<file path="src/hdl/gsm7sp_pkg.sv">
package gsm7sp_pkg;

  localparam int unsigned SPP_W      = 8;
  localparam int unsigned PAD_W      = 3;
  localparam int unsigned CODE_W     = 7;
  localparam int unsigned BYTE_W     = 8;
  localparam int unsigned HELD_W     = 3;
  localparam int unsigned MAX_RES    = 4;
  localparam int unsigned RES_IDX_W  = 2;
  localparam int unsigned RES_CNT_W  = 3;
  localparam int unsigned JOB_DEPTH  = 2;
  localparam int unsigned JOB_AW     = 1;
  localparam int unsigned JOB_CNT_W  = 2;
  localparam int unsigned CFG_IDX_W  = 1;
  localparam int unsigned CFG_DATA_W = 8;

  localparam logic [CODE_W-1:0] ESC_SEPTET = 7'h1B;
  localparam logic [SPP_W-1:0]  MIN_BUDGET = 8'd2;
  localparam logic [SPP_W-1:0]  RESET_SPP  = 8'd160;

  localparam logic [CFG_IDX_W-1:0] REG_SEPTETS_PER_PDU = 1'b0;
  localparam logic [CFG_IDX_W-1:0] REG_PAD_BITS        = 1'b1;

  typedef struct packed {
    logic [BYTE_W-1:0] data;
    logic              byte_valid;
    logic              pdu_end;
  } res_t;

  // all results caused by one request
  typedef struct packed {
    res_t [MAX_RES-1:0]   res;
    logic [RES_CNT_W-1:0] cnt;
  } job_t;

  typedef struct packed {
    logic full;
    logic empty;
  } fifo_stat_t;

endpackage

</file>
<file path="src/hdl/gsm7sp_front.sv">
module gsm7sp_front import gsm7sp_pkg::*; (
  input  logic                  clk,
  input  logic                  rst_n,
  input  logic                  cfg_we,
  input  logic [CFG_IDX_W-1:0]  cfg_index,
  input  logic [CFG_DATA_W-1:0] cfg_wdata,
  input  logic                  in_valid,
  output logic                  in_ready,
  input  logic [CODE_W-1:0]     in_char_code,
  input  logic                  in_extended,
  input  logic                  in_message_end,
  input  fifo_stat_t            fifo_stat,
  output logic                  job_push,
  output job_t                  job
);

  typedef struct packed {
    logic              emit;
    logic [BYTE_W-1:0] data;
    logic [BYTE_W-1:0] bbuf;
    logic [HELD_W-1:0] held;
  } push_t;

  function automatic push_t push_septet(logic [BYTE_W-1:0] bbuf, logic [HELD_W-1:0] held,
                                        logic [CODE_W-1:0] s);
    logic [BYTE_W+CODE_W-1:0] wide;
    logic [HELD_W:0]          sum;
    push_t                    p;
    wide   = {{CODE_W{1'b0}}, bbuf} | ({{BYTE_W{1'b0}}, s} << held);
    sum    = {1'b0, held} + (HELD_W+1)'(CODE_W);
    p.emit = sum[HELD_W];
    p.data = wide[BYTE_W-1:0];
    p.held = sum[HELD_W-1:0];
    if (sum[HELD_W]) begin
      p.bbuf = {1'b0, wide[BYTE_W+CODE_W-1:BYTE_W]};
    end else begin
      p.bbuf = wide[BYTE_W-1:0];
    end
    return p;
  endfunction

  logic [SPP_W-1:0]  spp_r, spp_nxt;
  logic [PAD_W-1:0]  pad_r, pad_nxt;
  logic [BYTE_W-1:0] buf_r, buf_nxt;
  logic [HELD_W-1:0] held_r, held_nxt;
  logic [SPP_W-1:0]  left_r, left_nxt;
  logic              open_r, open_nxt;

  logic              accept;
  logic [SPP_W-1:0]  cost;
  logic [SPP_W-1:0]  budget;
  logic              close_first;
  logic              fresh;
  logic [BYTE_W-1:0] b;
  logic [HELD_W-1:0] h;
  logic [SPP_W-1:0]  l;
  logic [RES_CNT_W-1:0] k;
  push_t             p_esc, p_chr;

  assign in_ready = !fifo_stat.full;
  assign accept   = in_valid && in_ready;
  assign cost     = in_extended ? 8'd2 : 8'd1;
  assign budget   = (spp_r < MIN_BUDGET) ? MIN_BUDGET : spp_r;

  always_comb begin
    spp_nxt = spp_r;
    pad_nxt = pad_r;
    if (cfg_we) begin
      unique case (cfg_index)
        REG_SEPTETS_PER_PDU: spp_nxt = cfg_wdata;
        REG_PAD_BITS:        pad_nxt = cfg_wdata[PAD_W-1:0];
        default:             spp_nxt = spp_r;
      endcase
    end
  end

  always_comb begin
    job         = '0;
    k           = '0;
    close_first = open_r && (left_r < cost);
    fresh       = close_first || !open_r;

    // character does not fit: close the open pdu first
    if (close_first) begin
      job.res[k[RES_IDX_W-1:0]].data       = (held_r != '0) ? buf_r : '0;
      job.res[k[RES_IDX_W-1:0]].byte_valid = (held_r != '0);
      job.res[k[RES_IDX_W-1:0]].pdu_end    = 1'b1;
      k = k + 1'b1;
    end

    b = fresh ? '0 : buf_r;
    h = fresh ? pad_r : held_r;
    l = fresh ? budget : left_r;

    p_esc = push_septet(b, h, ESC_SEPTET);
    if (in_extended) begin
      if (p_esc.emit) begin
        job.res[k[RES_IDX_W-1:0]].data       = p_esc.data;
        job.res[k[RES_IDX_W-1:0]].byte_valid = 1'b1;
        job.res[k[RES_IDX_W-1:0]].pdu_end    = 1'b0;
        k = k + 1'b1;
      end
      b = p_esc.bbuf;
      h = p_esc.held;
    end

    p_chr = push_septet(b, h, in_char_code);
    if (p_chr.emit) begin
      job.res[k[RES_IDX_W-1:0]].data       = p_chr.data;
      job.res[k[RES_IDX_W-1:0]].byte_valid = 1'b1;
      job.res[k[RES_IDX_W-1:0]].pdu_end    = 1'b0;
      k = k + 1'b1;
    end
    b = p_chr.bbuf;
    h = p_chr.held;
    l = l - cost;

    if (in_message_end) begin
      job.res[k[RES_IDX_W-1:0]].data       = (h != '0) ? b : '0;
      job.res[k[RES_IDX_W-1:0]].byte_valid = (h != '0);
      job.res[k[RES_IDX_W-1:0]].pdu_end    = 1'b1;
      k = k + 1'b1;
      buf_nxt  = '0;
      held_nxt = '0;
      left_nxt = '0;
      open_nxt = 1'b0;
    end else begin
      buf_nxt  = b;
      held_nxt = h;
      left_nxt = l;
      open_nxt = 1'b1;
    end
    job.cnt = k;
  end

  assign job_push = accept && (job.cnt != '0);

  always_ff @(posedge clk) begin
    if (!rst_n) begin
      spp_r  <= RESET_SPP;
      pad_r  <= '0;
      buf_r  <= '0;
      held_r <= '0;
      left_r <= '0;
      open_r <= 1'b0;
    end else begin
      spp_r <= spp_nxt;
      pad_r <= pad_nxt;
      if (accept) begin
        buf_r  <= buf_nxt;
        held_r <= held_nxt;
        left_r <= left_nxt;
        open_r <= open_nxt;
      end
    end
  end

endmodule

</file>
<file path="src/hdl/gsm7sp_job_fifo.sv">
module gsm7sp_job_fifo import gsm7sp_pkg::*; (
  input  logic       clk,
  input  logic       rst_n,
  input  logic       push,
  input  job_t       push_job,
  input  logic       pop,
  output job_t       pop_job,
  output fifo_stat_t stat
);

  job_t                 mem_r [JOB_DEPTH];
  logic [JOB_AW-1:0]    wr_ptr_r, wr_ptr_nxt;
  logic [JOB_AW-1:0]    rd_ptr_r, rd_ptr_nxt;
  logic [JOB_CNT_W-1:0] cnt_r, cnt_nxt;

  assign stat.full  = (cnt_r == JOB_CNT_W'(JOB_DEPTH));
  assign stat.empty = (cnt_r == '0);
  assign pop_job    = mem_r[rd_ptr_r];

  always_comb begin
    wr_ptr_nxt = push ? wr_ptr_r + 1'b1 : wr_ptr_r;
    rd_ptr_nxt = pop  ? rd_ptr_r + 1'b1 : rd_ptr_r;
    cnt_nxt    = cnt_r + JOB_CNT_W'(push) - JOB_CNT_W'(pop);
  end

  always_ff @(posedge clk) begin
    if (push) begin
      mem_r[wr_ptr_r] <= push_job;
    end
  end

  always_ff @(posedge clk) begin
    if (!rst_n) begin
      wr_ptr_r <= '0;
      rd_ptr_r <= '0;
      cnt_r    <= '0;
    end else begin
      wr_ptr_r <= wr_ptr_nxt;
      rd_ptr_r <= rd_ptr_nxt;
      cnt_r    <= cnt_nxt;
    end
  end

endmodule

</file>
<file path="src/hdl/gsm7sp_drain.sv">
module gsm7sp_drain import gsm7sp_pkg::*; (
  input  logic              clk,
  input  logic              rst_n,
  input  fifo_stat_t        fifo_stat,
  input  job_t              head_job,
  output logic              pop,
  output logic              out_valid,
  input  logic              out_ready,
  output logic [BYTE_W-1:0] out_byte,
  output logic              out_byte_valid,
  output logic              out_pdu_end,
  output logic              out_run_last
);

  job_t                 job_r, job_nxt;
  logic [RES_IDX_W-1:0] idx_r, idx_nxt;
  logic                 busy_r, busy_nxt;
  logic                 is_last;
  res_t                 cur;

  assign is_last = (({1'b0, idx_r} + 1'b1) == job_r.cnt);
  assign cur     = job_r.res[idx_r];
  // take the next job as the current one finishes, so runs go out without gaps
  assign pop     = !fifo_stat.empty && (!busy_r || (out_ready && is_last));

  always_comb begin
    job_nxt  = job_r;
    idx_nxt  = idx_r;
    busy_nxt = busy_r;
    if (pop) begin
      job_nxt  = head_job;
      idx_nxt  = '0;
      busy_nxt = 1'b1;
    end else if (busy_r && out_ready) begin
      if (is_last) begin
        busy_nxt = 1'b0;
      end else begin
        idx_nxt = idx_r + 1'b1;
      end
    end
  end

  assign out_valid      = busy_r;
  assign out_byte       = cur.data;
  assign out_byte_valid = cur.byte_valid;
  assign out_pdu_end    = cur.pdu_end;
  assign out_run_last   = is_last;

  always_ff @(posedge clk) begin
    job_r <= job_nxt;
    if (!rst_n) begin
      idx_r  <= '0;
      busy_r <= 1'b0;
    end else begin
      idx_r  <= idx_nxt;
      busy_r <= busy_nxt;
    end
  end

endmodule

</file>
<file path="src/hdl/gsm7_septet_packer_segmenter_unit.sv">
// gsm 7-bit septet packer with pdu segmentation
// input channel (in_valid/in_ready): one character code per request, with an
//   extended flag (escape septet sent first) and a message-end flag
// result channel (out_valid/out_ready): zero to four results per request, each
//   a packed octet or a bare end marker, with pdu_end and run_last flags
// config port: cfg_we with cfg_index 0 = septets per pdu, 1 = pad bits;
//   the user must write it only while the block is idle; the block leaves this unchecked; no read-back
// the front packs one request per cycle into a job while the queue has room;
//   a two-entry job queue feeds the back end, which sends one result per cycle
//   while out_ready is high; with the back end idle, a request's first result
//   goes through the job queue and the back end's job register before it is offered
// sustained rate: one request per cycle while each yields at most one result
//   and out_ready stays high; requests with more results are limited by the
//   one-result-per-cycle output port
// a request that yields no result leaves nothing in the queue
// reset: no pdu open, budget 160, no pad bits, queue empty
// receiver stall: results hold on the port; once the queue is full in_ready
//   drops until the back end frees an entry
module gsm7_septet_packer_segmenter_unit import gsm7sp_pkg::*; (
  input  logic                  clk,
  input  logic                  rst_n,
  input  logic                  cfg_we,
  input  logic [CFG_IDX_W-1:0]  cfg_index,
  input  logic [CFG_DATA_W-1:0] cfg_wdata,
  input  logic                  in_valid,
  output logic                  in_ready,
  input  logic [CODE_W-1:0]     in_char_code,
  input  logic                  in_extended,
  input  logic                  in_message_end,
  output logic                  out_valid,
  input  logic                  out_ready,
  output logic [BYTE_W-1:0]     out_byte,
  output logic                  out_byte_valid,
  output logic                  out_pdu_end,
  output logic                  out_run_last
);

  fifo_stat_t fifo_stat;
  logic       job_push;
  job_t       push_job;
  logic       job_pop;
  job_t       head_job;

  gsm7sp_front u_front (
    .clk            (clk),
    .rst_n          (rst_n),
    .cfg_we         (cfg_we),
    .cfg_index      (cfg_index),
    .cfg_wdata      (cfg_wdata),
    .in_valid       (in_valid),
    .in_ready       (in_ready),
    .in_char_code   (in_char_code),
    .in_extended    (in_extended),
    .in_message_end (in_message_end),
    .fifo_stat      (fifo_stat),
    .job_push       (job_push),
    .job            (push_job)
  );

  gsm7sp_job_fifo u_fifo (
    .clk      (clk),
    .rst_n    (rst_n),
    .push     (job_push),
    .push_job (push_job),
    .pop      (job_pop),
    .pop_job  (head_job),
    .stat     (fifo_stat)
  );

  gsm7sp_drain u_drain (
    .clk            (clk),
    .rst_n          (rst_n),
    .fifo_stat      (fifo_stat),
    .head_job       (head_job),
    .pop            (job_pop),
    .out_valid      (out_valid),
    .out_ready      (out_ready),
    .out_byte       (out_byte),
    .out_byte_valid (out_byte_valid),
    .out_pdu_end    (out_pdu_end),
    .out_run_last   (out_run_last)
  );

endmodule

</file>
<file path="config.mk">
export PLATFORM = sky130hd
export DESIGN_NAME = gsm7_septet_packer_segmenter_unit
export DESIGN_NICKNAME = d
export VERILOG_FILES = /design/src/hdl/gsm7sp_pkg.sv /design/src/hdl/gsm7sp_front.sv /design/src/hdl/gsm7sp_job_fifo.sv /design/src/hdl/gsm7sp_drain.sv /design/src/hdl/gsm7_septet_packer_segmenter_unit.sv
export SDC_FILE = /design/constraint.sdc
export NUM_CORES = 1
export LEC_CHECK = 0
export BUFFER_PORTS_ARGS = -buffer_cell sky130_fd_sc_hd__buf_2
export CORE_MARGIN = 1
export CORE_UTILIZATION = 35
export CTS_CLUSTER_DIAMETER = 120
export CTS_CLUSTER_SIZE = 28
export DETAILED_ROUTE_END_ITERATION = 8
export GPL_ROUTABILITY_DRIVEN = 0
export MAX_ROUTING_LAYER = met4
export PLACE_DENSITY = 0.56
export SETUP_SLACK_MARGIN = 0.4
export SKIP_LAST_GASP = 1
export SYNTH_ARGS = -nofsm -noshare
export SYNTH_HDL_FRONTEND = slang
export SYNTH_HIERARCHICAL = 1
export SYNTH_SLANG_ARGS = --single-unit
export TNS_END_PERCENT = 30
</file>
<file path="constraint.sdc">
create_clock -name clk -period 10.5 [get_ports clk]
set_clock_uncertainty 0.15 [all_clocks]
set_input_delay 1.575 -clock clk [delete_from_list [all_inputs] [get_ports clk]]
set_output_delay 1.575 -clock clk [all_outputs]
set_load 0.01 [all_outputs]
</file>
==> results of run 1 <==
[cells by family (layout without fill, tap and decap cells)]
group,Yosys count,in the layout,synth area share
AO/OA/AOI/OAI,186,186,0.150
XOR/XNOR,13,13,0.0197
adder cells (fa/ha/maj),21,21,0.0304
buffers and inverters,64,98,0.0371
flip-flops,168,168,0.524
multiplexers,83,83,0.132
AND/OR/NAND/NOR,195,195,0.106
[cell type report]
| class | count | area (um2) | area share |
|---|---|---|---|
| clock buffer | 17 | 425 | 0.0430 |
| clock inverter | 15 | 181 | 0.0183 |
| inverter | 24 | 90.1 | 0.00910 |
| multi-input combinational | 498 | 3910 | 0.395 |
| sequential | 168 | 4660 | 0.471 |
| tap | 324 | 405 | 0.0410 |
| timing repair buffer | 42 | 228 | 0.0230 |
[cell usage after synthesis, drive strengths merged, types with 18 or more instances]
library cell | number | area [um2]
a21oi | 41 | 209
o21ai | 28 | 144
edfxtp | 129 | 3870
mux2 | 50 | 713
mux2i | 23 | 230
clkbuf | 22 | 83.8
ha | 20 | 250
dfxtp | 39 | 781
inv | 23 | 86.3
o22ai | 18 | 125
buf | 18 | 155
nor2 | 48 | 188
nand2 | 69 | 262
[per-stage QoR]
step	setup WS (ns)	total power, W	utilization
floorplan	1.79	0.00148	-
global placement	2.01	0.00162	0.377
detailed placement	1.80	0.00163	0.377
CTS	2.25	0.00227	0.402
global route	1.72	0.00236	0.402
finish	2.15	0.00225	0.402
[registers in the layout, indices dropped and copies added (netlist names), 3 cells and up, named ones only]
signal,cells
u_fifo/mem_r,86
u_drain/job_r,43
u_front/buf_r,8
u_front/left_r,8
u_front/spp_r,8
u_front/held_r,3
u_front/pad_r,3
[power groups by stage]
stage / logic [W] / registers (W) / clock network [W]
after detailed placement: 0.000656 / 0.000971 / 0
after CTS: 0.000659 / 0.000956 / 0.000660
after floorplan: 0.000531 / 0.000947 / 0
after global placement: 0.000653 / 0.000967 / 0
final: 0.000653 / 0.000954 / 0.000641
after global routing: 0.000709 / 0.000968 / 0.000684
[per-layer routing]
| metal | GRT usage | part of all wire | routed length, um | vias up |
|---|---|---|---|---|
| met4 | 0.0523 | 0.016 | 327 | 0 |
| met5 | - | 0 | 0 | - |
| met2 | 0.260 | 0.48 | 9690 | 194 |
| li1 | - | - | - | 2843 |
| met3 | 0.0303 | 0.051 | 1040 | 20 |
| met1 | 0.220 | 0.46 | 9310 | 2836 |
[worst min path at each step]
stage | slack, ns | to | from | cells after the start
floorplan | 0.28 | u_front/spp_r[0] | u_front/spp_r[0] | 2
global placement | 0.29 | u_front/spp_r[0] | u_front/spp_r[0] | 2
detailed placement | 0.30 | u_front/spp_r[0] | u_front/spp_r[0] | 2
CTS | 0.31 | u_front/spp_r[0] | u_front/spp_r[0] | 2
global route | 0.34 | u_front/spp_r[0] | u_front/spp_r[0] | 2
finish | 0.31 | u_front/spp_r[0] | u_front/spp_r[0] | 2
[worst register-to-register path, cell delays in order, from the launching register on]
cell and delay (ns):
dfxtp_1 0.41, or4_4 0.62, nor3_2 0.32, a2bb2oi_2 0.57, inv_1 0.18, ha_1 0.45, nand2_1 0.28, o22ai_2 0.35
nand2_2 0.31, nor2_1 0.21, a21oi_1 0.10, ha_1 0.21, nand2_1 0.25, nand3_1 0.31, a41oi_1 0.45, nor2b_4 0.54
buf_4 0.45
==> results.py, run 1 <==
metrics = {
    "synth": {
        "netlist_instances": 730,
        "yosysSeqAreaShare": 0.524,
        "ys_seq_elements": 168,
        "syn_area_um2": 8880,
        "synth_edf_count": 129,
        "yosysUniqueCellTypes": 90,
        "avgSynthCellArea_um2": 12.2,
        "syn_nets": 774,
        "yosys_warnings": 6,
        "ys_dominant_reg_cell": "edfxtp_1",
        "synthArstFlopShare": 0,
    },
    "worst_setup_path": {
        "worstSetupEndpointType": "flop",
        "crit_fanout": 28,
        "cp_cell_sequence": "buf_2 -> clkinv_1 -> ha_1 -> or3_1 -> nor3_2 -> a2bb2oi_2 -> inv_1 -> ha_1 -> nand2_1 -> o22ai_2 -> nand2_2 -> nor2_1 -> a21oi_1 -> ha_1 -> nand2_1 -> nand3_1 -> a41oi_1 -> nor2b_4 -> buf_4",
        "cp.depth": 19,
        "required_ns": 10.44,
        "crit_type": "in2reg",
        "cp_top_family": "simple AND/OR/NAND/NOR gates",
        "rr_startpoint": "u_front/left_r[2]",
        "cp-endpoint": "u_fifo/mem_r[0][9]",
        "crit_arrival_ns": 8.29,
        "crit_start": "in_extended",
        "ff2ff_setup_slack_ns": 3.99,
        "startpoint_type": "primary input",
        "reg2reg_to": "u_fifo/mem_r[0][9]",
        "max_stage_delay_ns": 0.57,
        "cpMostUsedCell": "ha_1",
        "path_buf_inv": 4,
        "worstRegToRegCells": 16,
        "slowest_stage": "a2bb2oi_2",
    },
    "floorplanning": {
        "die-area_um2": 26000,
        "coreArea_um2": 24600,
        "chipHeight_um": 161,
        "initial_utilization": 0.361,
        "die_x_um": 161,
        "rows": 57,
        "ios": 36,
    },
    "placed_design": {
        "place_inst": 1056,
        "post-dp-hpwl_um": 14300,
        "dpl_cell_area_um2": 9290,
        "port_buffers": 35,
    },
    "global_routing": {
        "grt_max_degree": 48,
        "grt_pass1_wl_um": 32000,
        "overflow": 0,
        "grt_pass1_vias": 5661,
        "antenna_found_initial": 1,
        "grt_usage": 0.167,
    },
    "routing": {
        "vias": 5893,
        "first_pass_iters": 5,
        "drcViolationCount": 0,
        "drt_iter0_drc": 476,
        "wirelength_um": 20400,
        "wl_per_cell_um": 18.7,
        "viasPerCell": 5.42,
        "drtAntennaViolNets": 0,
    },
    "power_and_ir_drop": {
        "switching_share": 0.320,
        "p_clk_frac": 0.285,
        "p_comb_frac": 0.290,
        "worst_ir_drop_vdd_uv": 105,
        "p_seq_frac": 0.425,
        "p_switching_w": 0.000719,
        "leakagePower_nw": 3.69,
        "power_per_cell_area_nw_per_um2": 227,
        "internal_power_w": 0.00153,
    },
    "clocking": {
        "ctsHtreeMaxLevel": 4,
        "cts_inserted_buffers": 17,
        "cts_sinks": 168,
        "ctsRootBufferMaster": "clkbuf_16",
        "postCtsHoldBufs": 0,
        "cts_setup_buffers": 0,
        "cts_resized": 0,
        "clk_path_buf_depth": 2,
        "clock_latency_ns": 0.43,
        "clk_pin_slew_worst_paths_ns": 0.07,
        "tritoncts": "done",
    },
    "status": {
        "run_status": "finished clean",
    },
    "cells_and_area": {
        "area_growth_pct": 11.5,
        "final_cell_mix": "edfxtp_1 (129), nand2_1 (68), nor2_1 (47)",
        "num-nets-final": 795,
        "instances_no_fill": 1088,
        "n_fill_cell": 2372,
        "layout-drive-gt1-share": 0.216,
        "diodes": 0,
        "final_common_cell": "edfxtp_1",
        "fin_area_um2": 9890,
    },
    "sta": {
        "tns_ns": 0,
        "fin_crit_sh": 0.795,
        "worstMarginPinSlew_ns": 1.14,
        "hold_violations": 0,
        "fmax_ghz": 0.120,
        "drv_slew": 0,
        "setup_viol": 0,
        "slew_headroom": 0.232,
        "min_period_ns": 8.35,
        "whs_ns": 0.311,
        "rsz0062_at_grt": "false",
    },
    "hold_path": {
        "hold_path.class": "reg2reg",
    },
    "flow_run": {
        "drv_cap": 0,
    },
}
Note: power is estimated with default switching activity, not from simulation.
==> inputs of run 2 (changes only) <==
PLACE_DENSITY = 0.58   (was 0.56)
clock period = 7 ns   (was 10.5 ns; I/O delays follow)
==> results.py, run 2 (synthesis results as in run 1) <==
metrics = {
    "status": {
        "run_status": "finished clean",
    },
    "routing": {
        "drcViolationCount": 0,
        "drtAntennaViolNets": 0,
        "first_pass_iters": 5,
        "viasPerCell": 5.46,
        "drt_iter0_drc": 486,
        "wirelength_um": 20000,
        "vias": 5999,
        "wl_per_cell_um": 18.2,
    },
    "clocking": {
        "cts_sinks": 168,
        "clk_pin_slew_worst_paths_ns": 0.07,
        "clock_latency_ns": 0.43,
        "ctsHtreeMaxLevel": 4,
        "postCtsHoldBufs": 0,
        "tritoncts": "done",
        "cts_inserted_buffers": 17,
        "clk_path_buf_depth": 2,
        "cts_resized": 0,
        "cts_setup_buffers": 0,
        "ctsRootBufferMaster": "clkbuf_16",
    },
    "floorplanning": {
        "die-area_um2": 26000,
        "ios": 36,
        "rows": 57,
        "chipHeight_um": 161,
        "coreArea_um2": 24600,
        "initial_utilization": 0.361,
        "die_x_um": 161,
    },
    "placed_design": {
        "port_buffers": 35,
        "post-dp-hpwl_um": 14300,
        "place_inst": 1066,
    },
    "power_and_ir_drop": {
        "worst_ir_drop_vdd_uv": 164,
        "leakagePower_nw": 3.74,
        "power_per_cell_area_nw_per_um2": 338,
    },
    "flow_run": {
        "drv_cap": 0,
    },
    "cells_and_area": {
        "final_cell_mix": "edfxtp_1 (129), nand2_1 (68), nor2_1 (47)",
        "largest-register": "u_fifo/mem_r",
        "utilization": 0.406,
        "num-nets-final": 805,
        "instances_no_fill": 1098,
        "area_growth_pct": 12.6,
        "final_common_cell": "edfxtp_1",
        "layout-drive-gt1-share": 0.227,
        "diodes": 0,
        "largest_reg_flops": 86,
        "top_regs": "u_fifo/mem_r (86), u_drain/job_r (43)",
    },
    "global_routing": {
        "overflow": 0,
        "grt_pass1_wl_um": 32300,
        "grt_pass1_vias": 5734,
        "grt_usage": 0.167,
        "grt_max_degree": 48,
        "antenna_found_initial": 0,
    },
    "sta": {
        "hold_violations": 0,
        "tns_ns": 0,
        "fin_crit_sh": 0.851,
        "slew_headroom": 0.289,
        "worstMarginPinSlew_ns": 1.06,
        "min_period_ns": 5.96,
        "rsz0062_at_grt": "false",
        "drv_slew": 0,
        "fmax_ghz": 0.168,
        "setup_viol": 0,
    },
    "worst_setup_path": {
        "crit_type": "in2reg",
        "required_ns": 6.98,
        "crit_fanout": 22,
        "startpoint_type": "primary input",
        "ff2ff_setup_slack_ns": 1.63,
        "crit_arrival_ns": 5.93,
        "worstSetupEndpointType": "flop",
    },
    "hold_path": {
        "hold_path.class": "reg2reg",
    },
}
## run 2: critical path, stage by stage
cell and delay [ns]:
buf_2 0.10, clkinv_2 0.19, ha_1 0.27, or3_1 0.39, o31ai_4 0.70, mux2i_1 0.35
ha_1 0.28, nand2_1 0.06, o21ai_0 0.08, buf_4 0.17, ha_1 0.31, a21oi_1 0.27
ha_1 0.20, nand2_1 0.07, inv_1 0.12, nand2_1 0.08, a41oi_1 0.34, and2_2 0.56
buf_4 0.30
## run 2: per-layer routing
layer	GRT usage	vias up	share of wire
met5	-	-	0
met4	0.0575	0	0.020
met3	0.0306	31	0.059
met2	0.251	219	0.47
met1	0.225	2892	0.45
li1	-	2857	-
## run 2: final timing paths
path | start | endpoint | depth (start not counted)
setup / recovery | in_extended | u_fifo/mem_r[1][35] | 19
hold reg to reg | u_front/spp_r[0] | u_front/spp_r[0] | 2
setup reg to reg | u_front/left_r[2] | u_fifo/mem_r[1][35] | 16
hold / removal | u_front/spp_r[0] | u_front/spp_r[0] | 2
## run 2: area by class of cell
cell class | count | area (um2)
fillers | 2357 | 14600
flip-flops and latches | 168 | 4660
multi-input cells | 498 | 3910
clock buffers | 17 | 425
well taps | 324 | 405
repair buffers | 52 | 303
clock inverters | 15 | 201
inverters | 24 | 91.3
## run 2: report_power, final
group | internal, W | switching, W | total, W
Sequential | 0.00135 | 0.0000802 | 0.00143
Combinational | 0.000434 | 0.000547 | 0.000981
Clock | 0.000519 | 0.000449 | 0.000968
Total | 0.00230 | 0.00108 | 0.00338
## run 2: stage by stage
stage / setup slack [ns] / cell area (um2) / hold slack [ns] / power, W
finish: 1.04 / 9990 / 0.305 / 0.00338
detailed placement: 0.581 / 9360 / 0.299 / 0.00244
CTS: 1.03 / 9990 / 0.310 / 0.00341
global route: 0.540 / 9990 / 0.337 / 0.00356
global placement: 0.705 / 9360 / 0.296 / 0.00243
floorplan: 0.402 / 8890 / 0.282 / 0.00222
